### src/hdl/stmf_pkg.sv
`timescale 1ns / 1ps
// ----------------------------------------------------------------------------
// stmf_pkg
// Shared constants, types and sequencer states for the sliding trimmed mean
// filter.
// ----------------------------------------------------------------------------
package stmf_pkg;

   localparam int SAMPLE_W       = 24;
   localparam int WINDOW_LEN     = 10;
   localparam int TRIM_EACH_SIDE = 2;

   // trim is clamped so at least one value always survives
   localparam int TRIM_LIMIT = (WINDOW_LEN - 1) / 2;
   localparam int EFF_TRIM   = (TRIM_EACH_SIDE > TRIM_LIMIT) ? TRIM_LIMIT : TRIM_EACH_SIDE;
   localparam int KEPT       = WINDOW_LEN - 2 * EFF_TRIM;

   localparam int SLOT_W = $clog2(WINDOW_LEN);
   localparam int RANK_W = $clog2(WINDOW_LEN + 1);
   localparam int SUM_W  = SAMPLE_W + $clog2(WINDOW_LEN + 1);

   // reciprocal of the kept count, scaled by 2^RECIP_SHIFT (rounded down)
   localparam int RECIP_SHIFT = 32;
   localparam int RECIP_W     = RECIP_SHIFT + 1;
   localparam logic [RECIP_W-1:0] RECIP =
      RECIP_W'((65'd1 << RECIP_SHIFT) / KEPT);

   typedef logic signed [SAMPLE_W-1:0] sample_type;
   typedef sample_type                 window_type [WINDOW_LEN];
   typedef logic signed [SUM_W-1:0]    sum_type;
   typedef logic [SLOT_W-1:0]          slot_type;
   typedef logic [RANK_W-1:0]          rank_type;

   typedef struct packed {
      logic       keep;
      sample_type value;
   } rank_info_type;

   typedef enum logic [1:0] {
      ST_IDLE,
      ST_RANK,
      ST_DIV,
      ST_OUT
   } state_type;

endpackage

### src/hdl/stmf_rank_unit.sv
`timescale 1ns / 1ps
// ----------------------------------------------------------------------------
// stmf_rank_unit
// Shared rank unit: finds the sorted position of one window entry against
// the whole window and flags whether it lies in the kept middle band.
// ----------------------------------------------------------------------------
module stmf_rank_unit (
   input  stmf_pkg::window_type    window,
   input  stmf_pkg::slot_type      index,
   output stmf_pkg::rank_info_type info
);

   stmf_pkg::sample_type              cand;
   logic [stmf_pkg::WINDOW_LEN-1:0]   below;
   stmf_pkg::rank_type                rank;

   assign cand = window[index];

   // ties are broken by position so every entry gets a distinct rank
   always_comb begin
      for (int j = 0; j < stmf_pkg::WINDOW_LEN; j++) begin
         below[j] = (window[j] < cand) ||
                    ((window[j] == cand) && (stmf_pkg::SLOT_W'(j) < index));
      end
   end

   assign rank = stmf_pkg::RANK_W'($countones(below));

   assign info.value = cand;
   assign info.keep  = (rank >= stmf_pkg::RANK_W'(stmf_pkg::EFF_TRIM)) &&
                       (rank <  stmf_pkg::RANK_W'(stmf_pkg::WINDOW_LEN - stmf_pkg::EFF_TRIM));

endmodule

### src/hdl/stmf_divider.sv
`timescale 1ns / 1ps
// ----------------------------------------------------------------------------
// stmf_divider
// Three-stage divide of the kept sum by the kept count, truncating toward
// zero: reciprocal multiply, one-step correction, sign restore.
// ----------------------------------------------------------------------------
module stmf_divider (
   input  logic                 clock,
   input  logic                 reset,
   input  logic                 start,
   input  stmf_pkg::sum_type    sum,
   output logic                 done,
   output stmf_pkg::sample_type quotient
);

   localparam int PROD_W = stmf_pkg::SUM_W + stmf_pkg::RECIP_W;

   logic [2:0]                   valid_ff;
   logic [2:0]                   valid_in;
   logic [stmf_pkg::SUM_W-1:0]   mag_in;
   logic [stmf_pkg::SUM_W-1:0]   mag_ff;
   logic [2:0]                   neg_ff;
   logic [PROD_W-1:0]            prod;
   logic [stmf_pkg::SUM_W-1:0]   est_in;
   logic [stmf_pkg::SUM_W-1:0]   est_ff;
   logic [stmf_pkg::SUM_W-1:0]   rem;
   logic [stmf_pkg::SUM_W-1:0]   fix_in;
   logic [stmf_pkg::SUM_W-1:0]   fix_ff;
   stmf_pkg::sample_type         quot_in;

   assign valid_in = {valid_ff[1:0], start};
   assign mag_in   = sum[stmf_pkg::SUM_W-1] ? stmf_pkg::SUM_W'(-sum) : stmf_pkg::SUM_W'(sum);

   // stage 1: estimate is at most one below the true quotient
   assign prod   = PROD_W'(mag_ff) * PROD_W'(stmf_pkg::RECIP);
   assign est_in = prod[stmf_pkg::RECIP_SHIFT +: stmf_pkg::SUM_W];

   // stage 2: correct the estimate
   assign rem    = mag_ff - stmf_pkg::SUM_W'(est_ff * stmf_pkg::SUM_W'(stmf_pkg::KEPT));
   assign fix_in = (rem >= stmf_pkg::SUM_W'(stmf_pkg::KEPT)) ? est_ff + 1'b1 : est_ff;

   // stage 3: restore sign
   assign quot_in = neg_ff[2] ? stmf_pkg::SAMPLE_W'(-fix_ff) : stmf_pkg::SAMPLE_W'(fix_ff);

   always_ff @(posedge clock) begin
      if (reset) begin
         valid_ff <= '0;
      end else begin
         valid_ff <= valid_in;
      end
   end

   always_ff @(posedge clock) begin
      if (start) begin
         mag_ff    <= mag_in;
         neg_ff[0] <= sum[stmf_pkg::SUM_W-1];
      end
      if (valid_ff[0]) begin
         est_ff    <= est_in;
         neg_ff[1] <= neg_ff[0];
      end
      if (valid_ff[1]) begin
         fix_ff    <= fix_in;
         neg_ff[2] <= neg_ff[1];
      end
   end

   // mag_ff stays valid through stage 2 since a new start cannot arrive yet
   assign done     = valid_ff[2];
   assign quotient = quot_in;

endmodule

### src/hdl/sliding_trimmed_mean_filter.sv
`timescale 1ns / 1ps
// ----------------------------------------------------------------------------
// sliding_trimmed_mean_filter
// Ten-entry sliding window; mean of the middle six values after dropping the
// two lowest and two highest, truncated toward zero.
// ----------------------------------------------------------------------------
// Usage:
//   Input channel req_valid/req_stall/req_sample carries one signed sample
//   per transaction. The sample replaces the oldest window entry.
//   Result channel rsp_valid/rsp_stall/rsp_filtered carries one result per
//   input transaction, in order.
//   Processing: after a transaction is taken, a shared rank unit visits each
//   of the ten window entries, one per cycle, and accumulates the kept ones.
//   A three-stage reciprocal divider then forms the mean, and the result
//   enters the output register, which also raises rsp_valid.
//   req_stall is high from accept until the result is in the output
//   register. A stalled result is held there; the next item may be taken
//   meanwhile and waits at the end of its work for the register to free.
//   Reset (synchronous, active high) zeroes the window and the write slot
//   and drops any pending result.
// ----------------------------------------------------------------------------
module sliding_trimmed_mean_filter (
   input  logic                 clock,
   input  logic                 reset,
   input  logic                 req_valid,
   output logic                 req_stall,
   input  stmf_pkg::sample_type req_sample,
   output logic                 rsp_valid,
   input  logic                 rsp_stall,
   output stmf_pkg::sample_type rsp_filtered
);

   stmf_pkg::state_type     state_ff;
   stmf_pkg::state_type     state_in;
   stmf_pkg::window_type    window_ff;
   stmf_pkg::slot_type      slot_ff;
   stmf_pkg::slot_type      slot_in;
   stmf_pkg::slot_type      idx_ff;
   stmf_pkg::slot_type      idx_in;
   stmf_pkg::sum_type       sum_ff;
   stmf_pkg::sum_type       sum_in;
   stmf_pkg::rank_info_type info;
   stmf_pkg::sample_type    quotient;
   stmf_pkg::sample_type    result_ff;
   stmf_pkg::sample_type    rsp_filtered_ff;
   logic                    rsp_valid_ff;
   logic                    req_take;
   logic                    last_idx;
   logic                    div_start;
   logic                    div_done;
   logic                    load_rsp;

   assign req_take = req_valid && !req_stall;
   assign last_idx = (idx_ff == stmf_pkg::SLOT_W'(stmf_pkg::WINDOW_LEN - 1));

   stmf_rank_unit u_rank (
      .window (window_ff),
      .index  (idx_ff),
      .info   (info)
   );

   stmf_divider u_div (
      .clock    (clock),
      .reset    (reset),
      .start    (div_start),
      .sum      (sum_in),
      .done     (div_done),
      .quotient (quotient)
   );

   // next state
   always_comb begin
      state_in = state_ff;
      unique case (state_ff)
         stmf_pkg::ST_IDLE: if (req_take) state_in = stmf_pkg::ST_RANK;
         stmf_pkg::ST_RANK: if (last_idx) state_in = stmf_pkg::ST_DIV;
         stmf_pkg::ST_DIV:  if (div_done) state_in = stmf_pkg::ST_OUT;
         stmf_pkg::ST_OUT:  if (!rsp_valid_ff || !rsp_stall) state_in = stmf_pkg::ST_IDLE;
         default:           state_in = stmf_pkg::ST_IDLE;
      endcase
   end

   // sequencer outputs
   always_comb begin
      req_stall = 1'b1;
      div_start = 1'b0;
      load_rsp  = 1'b0;
      unique case (state_ff)
         stmf_pkg::ST_IDLE: req_stall = 1'b0;
         stmf_pkg::ST_RANK: div_start = last_idx;
         stmf_pkg::ST_DIV:  ;
         stmf_pkg::ST_OUT:  load_rsp = !rsp_valid_ff || !rsp_stall;
         default:           ;
      endcase
   end

   assign slot_in = (slot_ff == stmf_pkg::SLOT_W'(stmf_pkg::WINDOW_LEN - 1)) ? '0 : slot_ff + 1'b1;
   assign idx_in  = (state_ff == stmf_pkg::ST_RANK && !last_idx) ? idx_ff + 1'b1 : '0;
   assign sum_in  = info.keep ? sum_ff + stmf_pkg::SUM_W'(info.value) : sum_ff;

   always_ff @(posedge clock) begin
      if (reset) begin
         state_ff     <= stmf_pkg::ST_IDLE;
         slot_ff      <= '0;
         idx_ff       <= '0;
         rsp_valid_ff <= 1'b0;
         for (int i = 0; i < stmf_pkg::WINDOW_LEN; i++) begin
            window_ff[i] <= '0;
         end
      end else begin
         state_ff <= state_in;
         idx_ff   <= idx_in;
         if (req_take) begin
            window_ff[slot_ff] <= req_sample;
            slot_ff            <= slot_in;
         end
         if (load_rsp) begin
            rsp_valid_ff <= 1'b1;
         end else if (!rsp_stall) begin
            rsp_valid_ff <= 1'b0;
         end
      end
   end

   always_ff @(posedge clock) begin
      if (req_take) begin
         sum_ff <= '0;
      end else if (state_ff == stmf_pkg::ST_RANK) begin
         sum_ff <= sum_in;
      end
      if (div_done) begin
         result_ff <= quotient;
      end
      if (load_rsp) begin
         rsp_filtered_ff <= result_ff;
      end
   end

   assign rsp_valid    = rsp_valid_ff;
   assign rsp_filtered = rsp_filtered_ff;

endmodule
### config.mk
export PLATFORM = sky130hd
export DESIGN_NAME = sliding_trimmed_mean_filter
export DESIGN_NICKNAME = d
export VERILOG_FILES = /design/src/hdl/stmf_pkg.sv /design/src/hdl/stmf_rank_unit.sv /design/src/hdl/stmf_divider.sv /design/src/hdl/sliding_trimmed_mean_filter.sv
export SDC_FILE = /design/constraint.sdc
export NUM_CORES = 2
export LEC_CHECK = 0
export BUFFER_PORTS_ARGS = -buffer_cell sky130_fd_sc_hd__clkbuf_2
export CAP_MARGIN = 25
export CORE_AREA = 5 5 248 250
export CTS_BUF_LIST = sky130_fd_sc_hd__clkbuf_2 sky130_fd_sc_hd__clkbuf_4 sky130_fd_sc_hd__clkbuf_8
export CTS_CLUSTER_DIAMETER = 100
export CTS_CLUSTER_SIZE = 10
export DETAILED_ROUTE_END_ITERATION = 8
export DIE_AREA = 0 0 253 255
export GPL_TIMING_DRIVEN = 0
export PLACE_DENSITY = 0.82
export SETUP_SLACK_MARGIN = 0.4
export SLEW_MARGIN = 25
export SYNTH_ARGS = -nofsm -noshare
export SYNTH_HDL_FRONTEND = slang
export SYNTH_SLANG_ARGS = --single-unit
### constraint.sdc
create_clock -name clock -period 10.3 [get_ports clock]
set_input_delay 0 -clock clock [delete_from_list [all_inputs] [get_ports clock]]
set_output_delay 0 -clock clock [all_outputs]
set_load 0.05 [all_outputs]
==> impl_metrics.env <==
export IMPL_status="finished clean"
export IMPL_die_area_um2=64500
export IMPL_std_cell_rows=89
export IMPL_yosys_warnings=0
export IMPL_max_freq_mhz=102
export IMPL_synth_edf_count=129
export IMPL_use_met2=0.521
export IMPL_vias_per_cell=6.20
export IMPL_start_util=0.596
export IMPL_grt_pass1_wl_um=154000
export IMPL_synth_nets=4556
export IMPL_die_height_um=255
export IMPL_n_fill_cell=4732
export IMPL_ant_nets=0
export IMPL_async_reset_ff_frac=0
export IMPL_drv_cap=0
export IMPL_hold_viol=0
export IMPL_fin_crit_ns=9.79
export IMPL_grt_use_total=0.299
export IMPL_synth_seq_cells=411
export IMPL_clk_latency_ns=0.69
export IMPL_cpMostUsedCell="o21a_1"
export IMPL_reg2reg_slack_ns=0.51
export IMPL_ir_worst_vdd_mv=0.873
export IMPL_clockBufferDepth=3
export IMPL_clock_root_buffer="clkbuf_8"
export IMPL_r2r_cells=39
export IMPL_fin_crit_sh=0.951
export IMPL_required_ns=10.73
export IMPL_antenna_found_initial=1
export IMPL_io_buffer_count=28
export IMPL_setup_violations_final=0
export IMPL_syn_area_um2=35100
export IMPL_clock_sinks=411
export IMPL_totalWireLength_um=98400
export IMPL_p_leak_nw=16.4
export IMPL_worstPathArrival_ns=10.22
export IMPL_synthDistinctLibCells=86
export IMPL_finClkSkew_ns=0.0446
export IMPL_tritoncts="done"
export IMPL_place_congestion=1.05
export IMPL_place_hpwl_um=78800
export IMPL_cp_endpoint="u_div.mag_ff[26]"
export IMPL_yosysSeqAreaShare=0.271
export IMPL_dr_pass1_iters=5
export IMPL_slew_viol_final=0
export IMPL_cts_made_buffers=47
export IMPL_layout_common_cells="nand2_1 (579), ha_1 (523), a21oi_1 (399), inv_1 (325), dfxtp_1 (279)"
export IMPL_use_met3=0.0430
export IMPL_drive_gt1_frac=0.0651
export IMPL_slowest_stage="fa_1"
export IMPL_fin_nets=4678
export IMPL_crit_path_end_kind="register"
export IMPL_reg2reg_to="u_div.mag_ff[26]"
export IMPL_vias=29400
export IMPL_fin_tns_setup_ns=0
export IMPL_relSlewSlack=0.299
export IMPL_grt_overflow=0
export IMPL_wl_per_cell_um=20.7
export IMPL_cts_htree_levels=2
export IMPL_grt_pass1_vias=29500
export IMPL_io_pins=54
export IMPL_drcViolationCount=0
export IMPL_power_density_nw_per_um2=340
export IMPL_met1_usage=0.347
export IMPL_worstSetupStartpoint="idx_ff[0]"
export IMPL_path_max_fanout=10
export IMPL_syn_to_final_growth_pct=7.58
export IMPL_cp_start_kind="register"
export IMPL_final_common_cell="nand2_1"
export IMPL_busiest_layer="met2"
export IMPL_core_area_um2=58800
export IMPL_die_width_um=253
export IMPL_max_stage_delay_ns=0.53
export IMPL_rsz0062_at_grt="no"
export IMPL_synth_flop_cell="dfxtp_1"
export IMPL_hold_path_class="in2reg"
export IMPL_syn_avg_cell_area_um2=9.17
export IMPL_rr_startpoint="idx_ff[0]"
export IMPL_synthCells=3826
export IMPL_path_clk_slew_ns=0.09
export IMPL_worstSetupPathType="reg2reg"
export IMPL_power_mw=12.8
export IMPL_tightest_slew_ns=1.04
export IMPL_drt_initial_drc_count=2383
export IMPL_grt_max_degree=30
cells in the mapped netlist, types with 74 or more instances:
master / instances / share of area
xnor2_1: 107 / 0.027
inv_1: 325 / 0.035
dfxtp_1: 282 / 0.16
ha_1: 524 / 0.19
a21o_1: 111 / 0.024
edfxtp_1: 129 / 0.11
fa_1: 178 / 0.10
nand2_1: 579 / 0.062
clkbuf_1: 139 / 0.015
mux2i_1: 74 / 0.021
nand4_1: 77 / 0.014
a21oi_1: 400 / 0.057
o21ai_0: 93 / 0.013
nor2_1: 130 / 0.014
per-layer routing:
metal | up-vias | wire (um)
met5 | - | 0
met4 | 0 | 7590
met3 | 408 | 6610
met2 | 1288 | 47400
met1 | 13900 | 36800
li1 | 13800 | -
where the power goes:
part	switching [mW]	internal, mW
sequential	0.0845	2.02
clock	0.616	0.482
combinational	5.67	3.94
total	6.37	6.44
cell type report:
type / instances / area (um^2) / area share
Multi-Input combinational cell: 2932 / 23900 / 0.633
Sequential cell: 411 / 9520 / 0.252
Inverter: 327 / 1230 / 0.0325
Tap cell: 773 / 967 / 0.0256
Clock buffer: 63 / 773 / 0.0205
Buffer: 156 / 739 / 0.0196
Timing Repair Buffer: 73 / 576 / 0.0153
Clock inverter: 4 / 41.3 / 0.00109
Antenna cell: 1 / 2.50 / 0.0000663
per-stage QoR:
stage / util / hold WS [ns] / std cells / cell area, um^2 / worst slack, ns
finish: 0.642 / 0.0756 / 4740 / 37700 / 0.509
global route: 0.642 / 0.0247 / 4740 / 37700 / 0.327
CTS: 0.638 / 0.00348 / 4731 / 37500 / 0.420
detailed placement: 0.616 / 0.321 / 4628 / 36200 / -2.34
global placement: 0.615 / 0.266 / 4627 / 36200 / -2.70
floorplan: - / 0.144 / 3826 / 35100 / 0.476
registers in the layout, indices dropped and copies added (netlist names), 4 cells and up:
register / count
window_ff: 240
result_ff: 24
u_div.mag_ff: 28
rsp_filtered: 24
u_div.fix_ff: 24
slot_ff: 4
u_div.est_ff: 26
idx_ff: 4
sum_ff: 28
logic make-up (layout without fill, tap and decap cells):
family                     Yosys count  after routing  share of synthesized area
and+or+nand+nor                   1059           1059                      0.137
xor gates and xnor gates           157            157                     0.0394
DFF                                411            411                      0.271
AOI/OAI and AO/OA                  890            890                      0.159
buffers and inverters              483            623                     0.0521
other                                0              1                          0
adders and majority gates          702            702                      0.289
muxes                              124            124                     0.0527
critical path: cells and delay by family, from the launching register on:
| family | cells | cell delay, ns |
|---|---|---|
| compound gates | 13 | 2.76 |
| xor+xnor | 2 | 0.27 |
| fa+ha+maj | 7 | 2.70 |
| buf+inv | 8 | 1.30 |
| flops | 1 | 0.37 |
| mux | 3 | 0.94 |
| simple gates | 6 | 1.16 |
repair_timing:
item / 4_1_cts / 5_1_grt
hold buffers: 26 / 0
endpoints found under the setup margin: 57 / 12
pin swaps: 1 / 2
setup buffers: 10 / 8
endpoints found under the hold margin: 267 / 0
gates resized for setup: 68 / 41
worst min-delay path by stage:
| stage | start | end | depth (start not counted) |
|---|---|---|---|
| floorplan | rsp_stall | rsp_valid | 2 |
| global placement | rsp_stall | rsp_valid | 3 |
| detailed placement | rsp_stall | rsp_valid | 3 |
| CTS | reset | idx_ff[2] | 3 |
| global route | reset | idx_ff[2] | 3 |
| finish | reset | idx_ff[2] | 3 |
No activity file was read; power rests on OpenSTA's default activity.
